## src/design/lsdk_pkg.sv

```systemverilog
`default_nettype none
// ----------------------------------------------------------------------------
// lsdk_pkg
// shared widths and codes for the longest divisible-sum subarray unit
// ----------------------------------------------------------------------------
package lsdk_pkg;

  localparam int MAX_DIVISOR = 1024;
  localparam int MAX_ITEMS   = 65536;

  localparam int ELEM_W  = 18;
  localparam int DIV_W   = 11;
  localparam int LEN_W   = 17;
  localparam int IDX_W   = $clog2(MAX_ITEMS);
  localparam int REM_W   = $clog2(MAX_DIVISOR);

  localparam int MOD_STEPS = 4;
  localparam int MAG_W     = 20;
  localparam int MOD_CYC   = MAG_W / MOD_STEPS;
  localparam int MOD_CNT_W = $clog2(MOD_CYC);
  localparam int MOD_R_W   = DIV_W + 1;

  localparam int EPOCH_W  = 8;
  localparam int ENTRY_W  = EPOCH_W + IDX_W;

  localparam int PADDR_W  = 3;
  localparam int PDATA_W  = 32;

  localparam logic REG_DIVISOR = 1'b0;

  localparam logic [DIV_W-1:0] DIVISOR_RESET = DIV_W'(1);
  localparam logic [DIV_W-1:0] DIVISOR_MAX   = DIV_W'(MAX_DIVISOR);

endpackage : lsdk_pkg
`default_nettype wire

```

## src/design/lsdk_mod_unit.sv

```systemverilog
`default_nettype none
// ----------------------------------------------------------------------------
// lsdk_mod_unit
// iterative floored modulo of a signed sum by a run-time divisor
// ----------------------------------------------------------------------------
module lsdk_mod_unit
  import lsdk_pkg::*;
(
  input  wire logic               clk_i,
  input  wire logic               rst_ni,
  input  wire logic               start_i,
  input  wire logic [MAG_W-1:0]   mag_i,
  input  wire logic               neg_i,
  input  wire logic [DIV_W-1:0]   k_i,
  output logic                    done_o,
  output logic [REM_W-1:0]        rem_o
);

  logic                 busy_q, busy_d;
  logic                 done_q, done_d;
  logic [MOD_CNT_W-1:0] cnt_q, cnt_d;
  logic [MAG_W-1:0]     shift_q, shift_d;
  logic [MOD_R_W-1:0]   r_q, r_d;
  logic                 neg_q, neg_d;
  logic [DIV_W-1:0]     k_q, k_d;
  logic [REM_W-1:0]     rem_q, rem_d;
  logic [MOD_R_W-1:0]   r_w;
  logic [MAG_W-1:0]     sh_w;
  logic [MOD_R_W-1:0]   fix_w;

  always_comb begin
    r_w  = r_q;
    sh_w = shift_q;
    for (int j = 0; j < MOD_STEPS; j++) begin
      r_w  = {r_w[MOD_R_W-2:0], sh_w[MAG_W-1]};
      sh_w = {sh_w[MAG_W-2:0], 1'b0};
      if (r_w >= {1'b0, k_q}) begin
        r_w = r_w - {1'b0, k_q};
      end
    end
    if (neg_q && (r_w != '0)) begin
      fix_w = {1'b0, k_q} - r_w;
    end else begin
      fix_w = r_w;
    end
  end

  always_comb begin
    busy_d  = busy_q;
    done_d  = 1'b0;
    cnt_d   = cnt_q;
    shift_d = shift_q;
    r_d     = r_q;
    neg_d   = neg_q;
    k_d     = k_q;
    rem_d   = rem_q;
    if (start_i) begin
      busy_d  = 1'b1;
      cnt_d   = '0;
      shift_d = mag_i;
      r_d     = '0;
      neg_d   = neg_i;
      k_d     = k_i;
    end else if (busy_q) begin
      shift_d = sh_w;
      r_d     = r_w;
      cnt_d   = cnt_q + MOD_CNT_W'(1);
      if (cnt_q == MOD_CNT_W'(MOD_CYC - 1)) begin
        busy_d = 1'b0;
        done_d = 1'b1;
        rem_d  = fix_w[REM_W-1:0];
      end
    end
  end

  always_ff @(posedge clk_i or negedge rst_ni) begin
    if (!rst_ni) begin
      busy_q <= 1'b0;
      done_q <= 1'b0;
      cnt_q  <= '0;
    end else begin
      busy_q <= busy_d;
      done_q <= done_d;
      cnt_q  <= cnt_d;
    end
  end

  always_ff @(posedge clk_i) begin
    shift_q <= shift_d;
    r_q     <= r_d;
    neg_q   <= neg_d;
    k_q     <= k_d;
    rem_q   <= rem_d;
  end

  assign done_o = done_q;
  assign rem_o  = rem_q;

endmodule : lsdk_mod_unit
`default_nettype wire

```

## config.mk

```make
export PLATFORM = sky130hd
export DESIGN_NAME = lsdk_mod_unit
export DESIGN_NICKNAME = d
export VERILOG_FILES = /design/src/design/lsdk_pkg.sv /design/src/design/lsdk_mod_unit.sv
export SDC_FILE = /design/constraint.sdc
export NUM_CORES = 1
export LEC_CHECK = 0
export BUFFER_PORTS_ARGS = -buffer_cell sky130_fd_sc_hd__buf_2
export CORE_MARGIN = 2
export CORE_UTILIZATION = 35
export CTS_BUF_LIST = sky130_fd_sc_hd__clkbuf_2 sky130_fd_sc_hd__clkbuf_4 sky130_fd_sc_hd__clkbuf_8
export DETAILED_ROUTE_END_ITERATION = 6
export GPL_ROUTABILITY_DRIVEN = 0
export HOLD_SLACK_MARGIN = 0.15
export PLACE_DENSITY = 0.55
export SKIP_CTS_REPAIR_TIMING = 1
export SLEW_MARGIN = 20
export SYNTH_ARGS = -nofsm -noshare
export SYNTH_HDL_FRONTEND = slang
export SYNTH_SLANG_ARGS = --single-unit
```

## constraint.sdc

```tcl
create_clock -name clk_i -period 10.2 [get_ports clk_i]
set_clock_uncertainty 0.1 [all_clocks]
set_input_delay 1.02 -clock clk_i [delete_from_list [all_inputs] [get_ports clk_i]]
set_output_delay 1.02 -clock clk_i [all_outputs]
set_load 0.1 [all_outputs]
```

# Yosys cells after proc, flatten, opt, wreduce, memory -nomap -nowiden
# Index checks and enable logic that the tools add are counted.
# word_totals
register_bits	58
latch_bits	0
mem_bits_rw	0
romBits	0
in_bits	35
elab_cells	39
mem_count	0
# classes
addsub	6
n_mul	0
n_div	0
order_cmp	4
n_eq_ne	1
shifts	0
n_mux	15
n_bitwise	1
reduce_logical	4
# ops
operator	count
$ge 12x11->1	4
$mux 20	2
$mux 11	3
$sub 11x11->11	3
$mux 12	1
$reduce_bool 12->1	1
$sub 12x11->12	1
$mux 10	1
$sub 10x10->10	1
$mux 1	6
$mux 3	2
$add 3x1->3 const B	1
$eq 3x3->1 const B	1
$reduce_and 3->1	1
$reduce_bool 2->1	1
$logic_and 1x1->1	1
$not 1->1	1

# Longest topological paths before layout
# Gate-level depths: netlist of the first run.
# logic_depth
ltp_word	11
depth_mapped	48
mapped_depth_nobuf	46

# Worst setup path before layout of the first run
# No wires, ideal clock.
# synth_path
kind	register -> register
from	register k_q[0]
to	register rem_q[8] (netlist: rem_o[8]) (data pin)
arrival_ns	10.180
required_time_ns	9.845
slack_ns	-0.336
path_stages_with_launch	41
path_buffers	2
path_cell_list	edfxtp_1 > ha_1 > fa_1 > nand2b_1 > a211oi_2 > o21a_1 > a21oi_2 > buf_4 > mux2_2 > ha_1 > a211oi_1 > nor2_1 > o31ai_1 > nand2_1 > nor2_4 > mux2_2 > ha_1 > a211oi_1 > [... 5 more ...] > mux2_2 > ha_1 > a211oi_1 > o21ai_0 > a211o_1 > o31a_1 > a311oi_1 > nor2_1 > mux2i_4 > buf_4 > mux2_2 > inv_1 > ha_1 > a21o_1 > maj3_2 > a2111oi_1 > o21ai_0 > and3b_1
# synth_between
elab_chain_len	11
# synth_rtl
item	line	rtl
start, declared	lsdk_mod_unit.sv:25	logic [DIV_W-1:0] k_q, k_d;
start signal, assigned	lsdk_mod_unit.sv:92	k_q <= k_d;
parallel branches: the longest is 10 deep, another holds $sub 12x11->12	n/a	
$mux 10 *	lsdk_mod_unit.sv:41	if (neg_q && (r_w != '0)) begin
net fix_w[8]	lsdk_mod_unit.sv:29	logic [MOD_R_W-1:0] fix_w;
end signal, assigned	lsdk_mod_unit.sv:93	rem_q <= rem_d;
end, declared	lsdk_mod_unit.sv:26	logic [REM_W-1:0] rem_q, rem_d;
# Mark *: on every way through the listed nets, which the timed path passes.
# A chain may end at the register's enable or synchronous reset.

# Final worst setup path of the first run
# layout_path
from	register shift_q[19]
to	register rem_q[9] (netlist: rem_o[9]) (data pin)
# layout_between
elab_chain_len	11
# layout_rtl
item	line	rtl
start, declared	lsdk_mod_unit.sv:22	logic [MAG_W-1:0] shift_q, shift_d;
start signal, assigned	lsdk_mod_unit.sv:89	shift_q <= shift_d;
$sub 11x11->11 or $ge 12x11->1 (tied branches)	lsdk_mod_unit.sv:38, lsdk_mod_unit.sv:37	
$mux 11 *	lsdk_mod_unit.sv:37	if (r_w >= {1'b0, k_q}) begin
$sub 11x11->11 or $ge 12x11->1 (tied branches)	lsdk_mod_unit.sv:38, lsdk_mod_unit.sv:37	
$mux 11 *	lsdk_mod_unit.sv:37	
$sub 11x11->11 or $ge 12x11->1 (tied branches)	lsdk_mod_unit.sv:38, lsdk_mod_unit.sv:37	
$mux 11 *	lsdk_mod_unit.sv:37	
$sub 12x11->12 or $ge 12x11->1 (tied branches)	lsdk_mod_unit.sv:38, lsdk_mod_unit.sv:37	
$mux 12 *	lsdk_mod_unit.sv:37	
parallel branches: the longest is 2 deep, another holds $sub 10x10->10	n/a	
$mux 10 *	lsdk_mod_unit.sv:41	
net fix_w[9]	lsdk_mod_unit.sv:29	
# Marks and branches as above.

==> results by group, run 1 <==
Run status
  – Outcome: complete, no violations

Critical path
  – CP max-delay cell: fa_1
  – Most used cell, CP: buf_4
  – Capturing point of the worst reg2reg path: rem_o[9]
  – Setup CP Type: reg -> reg
  – Crit-path max FO: 6
  – RR Startpoint: shift_q[19]
  – Type of origin of the critical path: flop
  – Worst EP arrival: ~9900 ps
  – Crit path capture type: flop
  – CP max stage delay: 440 ps
  – WP data required: 10260 ps
  – R2R cell count: 43
  – R2r setup slk: around 400 ps

Yosys
  – Mapped Area: 0.00551 mm²
  – Syn Nets: 679
  – Sequential-to-total area share from yosys stat: 29.1%
  – Most instantiated cells after synthesis: 54 x ha_1, 50 x nor2_1, 47 x inv_1
  – EDFF count, synth: 42
  – Synth area leaders: edfxtp_1 23%, ha_1 12%, mux2_2 7.6%
  – Top-count cell post-synth: ha_1
  – Yosys Warn Count: 0
  – Biggest area consumer among synthesized cells: edfxtp_1
  – Cell count after synthesis: ~590
  – Async SR Flop Fraction: under 10%
  – FF+latch count, synth: 58
  – Top_reg_cell synth: edfxtp_1
  – Synth cell types: 77
  – Avg Cell Area, Syn: between 9 and 10 µm²
  – Top-area cell type share of the netlist area: 22.9%

CTS
  – Clock root buffer: clkbuf_8
  – Clock sink count: between 50 and 60
  – CTS tree: built
  – Clk_lat worst skew: 340 ps
  – Max Root-Sink Buffers: 2
  – Clock slew at reported path FFs: 60 ps
  – Num CTS Buffers: 9
  – Htree depth: 3

Flow run
  – Max Cap Viol: 0

STA
  – Fin crit period: 9800 ps
  – Fmax: around 100 MHz
  – Final number of hold-violating endpoints: 0
  – Slew HR: 43.9%
  – Final setup violation count: 0
  – Slew Viols, Final: 0
  – Final Cycle Share: 96.1%
  – Slew @ Worst Pin: between 800 and 900 ps

Routing
  – Initial DRC count: just under 300
  – Metal-1 WL: 7.24 mm
  – Total length of routed met3 wires: 704 µm
  – Met2 routed WL: approximately 7.5 mm
  – Vias post-DR: 4875
  – Post-route ant nets: 0
  – Vias per Instance: between 5 and 6
  – Routed WL: 15.9 mm
  – 1st-pass router iterations: 4
  – Max layer used: met4
  – WL/cell: 17.5 µm
  – DRC: 0

Cells and area
  – Ant. Diodes: 0
  – Final core occ: between 40 and 50%
  – Fillcell total: 1486
  – P&R area growth vs syn: 26.9%
  – Nets: between 700 and 800
  – Share of post-route cells with drive strength above 1: 34.6%

Placement
  – DP HPWL: 12.7 mm
  – # port buffers: 45

Floorplan
  – Die Area: 0.0168 mm²
  – Die height: roughly 130 µm
  – Ports: 46
  – CORE AREA: 0.0153 mm²
  – Die W: between 100 and 150 µm
  – Rows: 45
  – Initial Utilization: approximately 36%

Global routing
  – Vias in the first global route: 4740
  – First-pass GRT wire length: 24.7 mm
  – Pin count of the biggest net entering global routing: just over 50
  – Gr usage total: 19.1%
  – Initial antenna violation count: 0
  – Overflow left after global routing: 0

Worst hold path
  – Hold crit path type: in -> async
==> critical path: cells and delay by family (launching register included) <==
family,cells,cell delay (ps)
buffers and inverters,7,780
adder cells (fa/ha/maj),6,1820
AO/OA/AOI/OAI,14,2850
flip-flops,1,330
AND/OR/NAND/NOR,11,2110
multiplexers,5,1590
==> cell families after synthesis <==
logic type | count (synthesis) | share of synthesized area (%)
fa+ha+maj | 59 | 13.9
compound gates | 149 | 19.5
buf+inv | 58 | 4.31
mux | 59 | 12.1
xor+xnor | 31 | 4.93
simple gates | 172 | 16.1
flops | 58 | 29.1
==> layout by cell type, fill, tap and decap left out, types with 19 or more instances in the layout <==
cell / count
buf_4: 61
nor2_1: 47
buf_2: 45
inv_1: 44
ha_1: 43
edfxtp_1: 42
nand2_1: 37
mux2_2: 34
a21oi_1: 28
xnor2_1: 19
==> cell type report <==
type | count | area (µm²) | share of cell area (%)
multi-input combinational | 470 | 4050 | 57.9
sequential | 58 | 1610 | 23.0
timing repair buffer | 109 | 729 | 10.4
tap | 211 | 264 | 3.77
inverter | 47 | 176 | 2.52
clock buffer | 14 | 161 | 2.31
clock inverter | 1 | 5.00 | 0.0715
==> layer usage <==
metal	global-route usage, %	up-vias
li1	-	2398
met4	6.45	0
met1	25.3	2328
met5	0	-
met2	31.3	118
met3	3.80	31
==> sequential cells by signal (all words and copies together), names as in the netlist <==
name     flops
rem_o       10
r_q         11
cnt_q        3
busy_q       1
shift_q     20
k_q         11
done_o       1
neg_q        1
==> stage by stage <==
step | hold slack [ps] | setup TNS (ps) | std cells | area [µm²] | worst slack (ps)
floorplan | 363 | 0 | 586 | 5530 | 28.9
global placement | 394 | 0 | 881 | 6350 | 159
detailed placement | 405 | -265 | 881 | 6350 | -143
CTS | 367 | -431 | 896 | 6510 | -206
global route | 371 | -59.9 | 910 | 7000 | -59.9
finish | 397 | 0 | 910 | 7000 | 402
==> worst max path at each step <==
stage,start,endpoint
6_report,shift_q[19],rem_o[9]
5_1_grt,shift_q[19],rem_o[8]
3_3_place_gp,k_q[6],rem_o[8]
3_5_place_dp,k_q[0],rem_o[9]
4_1_cts,k_q[0],rem_o[9]
2_1_floorplan,k_q[0],rem_o[8]
Power of run 1 is left out: the tool's default activity adds up to more than one toggle a clock period on the data nets, which glitch-free logic cannot reach.
==> run 2: changes to the inputs <==
--- a/config.mk
+++ b/config.mk
@@ -12,7 +12,7 @@
 export DETAILED_ROUTE_END_ITERATION = 6
 export GPL_ROUTABILITY_DRIVEN = 0
 export HOLD_SLACK_MARGIN = 0.15
-export PLACE_DENSITY = 0.55
+export PLACE_DENSITY = 0.58
 export SKIP_CTS_REPAIR_TIMING = 1
 export SLEW_MARGIN = 20
 export SYNTH_ARGS = -nofsm -noshare
==> results by group, run 2 (synthesis gave the netlist of run 1 again) <==
Run status
  – Outcome: complete, no violations

Critical path
  – R2r setup slk: roughly 340 ps
  – CP max stage delay: 430 ps
  – RR Startpoint: k_q[6]
  – Crit path capture type: flop
  – R2R cell count: between 40 and 50
  – Type of origin of the critical path: flop
  – WP data required: 10190 ps
  – Worst EP arrival: 9850 ps
  – Most used cell, CP: ha_1
  – Setup CP Type: reg -> reg
  – WP buf/inv: 5
  – Crit-path max FO: 8
  – Capturing point of the worst reg2reg path: rem_o[8]
  – CP max-delay cell: edfxtp_1
  – Crit path max-delay family: compound AO/OA/AOI/OAI gates

Cells and area
  – Ant. Diodes: 0
  – Max FFs per register: 20
  – Share of post-route cells with drive strength above 1: between 30% and 40%
  – Biggest regs: shift_q x20, k_q x11, r_q x11
  – Commonest non-fill, non-tap cell in the layout: buf_4
  – P&R area growth vs syn: 29.4%
  – Fillcell total: 1500
  – Final core occ: 46.6%
  – Register with the most flip-flops: shift_q
  – Nets: between 800 and 900
  – Commonest cells after routing, fill and taps aside: 92 x buf_4, 47 x inv_1, 47 x nor2_1
  – Final instance area: approximately 0.0071 mm²

Routing
  – Initial DRC count: 303
  – Vias post-DR: 5073
  – Vias per Instance: about 5.4
  – DRC: 0
  – 1st-pass router iterations: 5
  – WL/cell: 17.1 µm
  – Routed WL: 16.1 mm
  – Post-route ant nets: 0

Global routing
  – Overflow left after global routing: 0
  – First-pass GRT wire length: 24.9 mm
  – Initial antenna violation count: 0
  – Vias in the first global route: 4913
  – Gr usage total: 19.1%
  – Pin count of the biggest net entering global routing: 51

CTS
  – CTS tree: built
  – Max Root-Sink Buffers: 2
  – Htree depth: 3
  – Clk_lat worst skew: between 300 and 400 ps
  – Clock sink count: 58
  – Clock slew at reported path FFs: 70 ps
  – Clock root buffer: clkbuf_8
  – Num CTS Buffers: 9

Floorplan
  – Die Area: 0.0168 mm²
  – Rows: 45
  – Ports: 46
  – Die height: 130 µm
  – CORE AREA: 0.0153 mm²
  – Die W: ~130 µm
  – Initial Utilization: a little over a third

STA
  – Slew @ Worst Pin: 988 ps
  – Slew Viols, Final: 0
  – Fmax: 101 MHz
  – Fin crit period: slightly below 10000 ps
  – Slew HR: 34.2%
  – Final setup TNS: 0 ps
  – Final setup violation count: 0
  – Final Cycle Share: 96.6%
  – Final number of hold-violating endpoints: 0

Placement
  – Placed inst area: about 0.0065 mm²
  – DP HPWL: 12.6 mm
  – # port buffers: 45

Flow run
  – Max Cap Viol: 0

Worst hold path
  – Hold crit path type: in -> async
-- run 2: changes by cell type in the layout (fill, tap and decap cells not counted), sizes merged --
cell  before  now
buf      109  138
inv       47   48
nor2      51   52
-- run 2: layout make-up --
cell class	instances	area [µm²]	share of cell area (%)
Tap cell	211	264	3.70
Inverter	47	176	2.47
Multi-Input combinational cell	471	3970	55.7
Clock inverter	2	11.3	0.158
Timing Repair Buffer	138	927	13.0
Clock buffer	14	174	2.44
Sequential cell	58	1610	22.5
-- run 2: through the flow --
step | cells | hold slack [ps] | worst slack, ps
global route | 941 | 360 | -174
CTS | 916 | 372 | -131
finish | 941 | 383 | 343
floorplan | 586 | 363 | 28.9
detailed placement | 900 | 401 | -70.6
global placement | 900 | 395 | 84.9
-- run 2: layer usage --
layer | GRT usage (%) | part of all wire (%) | vias to the layer above
met5 | 0 | 0 | -
met4 | 6.07 | 2.2 | 0
met3 | 3.39 | 5.7 | 30
met2 | 31.6 | 47 | 138
met1 | 25.4 | 45 | 2445
li1 | - | - | 2460
-- run 2: how the worst max path moves through the flow --
stage                start       end  slack, ps  cells past startpoint
finish              k_q[6]  rem_o[8]        340                     41
CTS                 k_q[5]  rem_o[8]       -130                     41
global route        k_q[5]  rem_o[9]       -170                     43
global placement    k_q[5]  rem_o[8]         80                     43
detailed placement  k_q[5]  rem_o[8]        -70                     41
floorplan           k_q[0]  rem_o[8]         30                     41
Power of run 2 is left out for the same reason.
==> run 3: changes to the inputs <==
--- a/config.mk
+++ b/config.mk
@@ -11,6 +11,7 @@
 export CTS_BUF_LIST = sky130_fd_sc_hd__clkbuf_2 sky130_fd_sc_hd__clkbuf_4 sky130_fd_sc_hd__clkbuf_8
 export DETAILED_ROUTE_END_ITERATION = 6
 export GPL_ROUTABILITY_DRIVEN = 0
+export GPL_TIMING_DRIVEN = 0
 export HOLD_SLACK_MARGIN = 0.15
 export PLACE_DENSITY = 0.58
 export SKIP_CTS_REPAIR_TIMING = 1
==> results by group, run 3 (synthesis gave the netlist of run 1 again) <==
Global routing
  – Initial antenna violation count: 0
  – Vias in the first global route: 4498
  – First-pass GRT wire length: 23.1 mm
  – Gr usage total: between 10% and 20%
  – Overflow left after global routing: 0
  – Pin count of the biggest net entering global routing: 21

Critical path
  – Type of origin of the critical path: flop
  – CP max-delay cell: edfxtp_1
  – Worst EP arrival: a little over 10000 ps
  – Crit-path max FO: 5
  – Crit path capture type: flop
  – Most used cell, CP: a211oi_4
  – WP data required: 10290 ps
  – Setup CP Type: reg -> reg
  – CP max stage delay: 450 ps

Floorplan
  – Die Area: between 0.015 and 0.02 mm²
  – Die height: between 100 and 150 µm
  – Initial Utilization: 36.0%
  – Ports: 46
  – Rows: 45
  – Die W: between 100 and 150 µm
  – CORE AREA: 0.0153 mm²

STA
  – Final number of hold-violating endpoints: 0
  – Slew Viols, Final: 0
  – RSZ-0062 raised after global routing: true
  – Final Cycle Share: 101%
  – Final setup violation count: 2
  – Post-route setup slack: -75.1 ps
  – Final setup TNS: -77.9 ps
  – Slew @ Worst Pin: 839 ps
  – Fin crit period: slightly above 10000 ps
  – Fmax: 97.3 MHz
  – Slew HR: 42.5%

Routing
  – Routed WL: 16.3 mm
  – Post-route ant nets: 0
  – Initial DRC count: around 340
  – Vias per Instance: approximately 5.4
  – DRC: 0
  – Vias post-DR: between 4000 and 5000
  – WL/cell: 17.6 µm
  – 1st-pass router iterations: 5

Cells and area
  – Commonest cells after routing, fill and taps aside: 64 x buf_4, 47 x buf_2, 46 x nor2_1
  – Share of post-route cells with drive strength above 1: ~39%
  – Register with the most flip-flops: shift_q
  – Nets: 804
  – Final core occ: 48.9%
  – Biggest regs: shift_q x20, k_q x11, r_q x11
  – Ant. Diodes: 0
  – Commonest non-fill, non-tap cell in the layout: buf_4
  – Max FFs per register: 20
  – P&R area growth vs syn: 35.7%

CTS
  – CTS tree: built
  – Clock sink count: 58
  – Num CTS Buffers: 9
  – Htree depth: 3
  – Clk_lat worst skew: 340 ps
  – Clock slew at reported path FFs: 70 ps
  – Max Root-Sink Buffers: 2
  – Clock root buffer: clkbuf_8

Run status
  – Violated checks: setup timing
  – Outcome: finished, violations left

Placement
  – # port buffers: 45
  – Post-Place Worst Slack: -1960 ps
  – DP HPWL: 11.7 mm

Flow run
  – Max Cap Viol: 0

Worst hold path
  – Hold crit path type: in -> async
==> run 3: cell types whose count changed in the layout (fill, tap and decap cells not counted), moves of 4 or more <==
cell        change
buf_4          -28
ha_1           -13
ha_4           +12
inv_1          -10
mux2_2          -6
mux2_4          +6
buf_6           +5
clkinvlp_4      +5
a211oi_2        -4
a211oi_4        +4
bufinv_16       +4
clkbuf_1        +4
==> run 3: final cells by class <==
cell class / instances / area [µm²]
fillers: 1450 / 7830
repair buffers: 114 / 782
multi-input cells: 470 / 4280
well taps: 211 / 264
flip-flops and latches: 58 / 1610
plain buffers: 11 / 68.8
clock inverters: 5 / 124
clock buffers: 11 / 151
inverters: 47 / 203
==> run 3: critical path, delay by kind of cell, from the launching register on <==
family | cells | cell delay (ps)
mux | 4 | 1250
buf+inv | 5 | 640
simple gates | 8 | 1090
flops | 1 | 450
compound gates | 19 | 4590
fa+ha+maj | 7 | 1980
==> run 3: final timing paths <==
| path | from | end | slack [ps] | cells past startpoint |
|---|---|---|---|---|
| hold reg to reg | r_q[0] | r_q[0] | 420 | 2 |
| hold / removal | rst_ni | busy_q | 390 | 1 |
| setup / recovery | k_q[0] | rem_o[8] | -80 | 43 |
| max in group asynchronous | rst_ni | cnt_q[2] | 9470 | 1 |
| setup reg to reg | k_q[0] | rem_o[8] | -80 | 43 |
| min in group clk_i | r_q[0] | r_q[0] | 420 | 2 |
==> run 3: routing by layer <==
| layer | up-vias | global-route usage, % | wire length, µm |
|---|---|---|---|
| li1 | 2440 | - | - |
| met1 | 2396 | 23.2 | 7160 |
| met2 | 106 | 29.8 | 8030 |
| met3 | 24 | 3.30 | 825 |
| met4 | 0 | 6.26 | 257 |
| met5 | - | 0 | 0 |
==> run 3: stage by stage <==
step	hold WS (ps)	area, µm²	std cells
after global placement	403	6020	842
after floorplan	363	5530	586
after global routing	389	7480	927
after CTS	377	6300	858
after detailed placement	405	6030	842
final	387	7480	927
Power of run 3 is left out for the same reason.
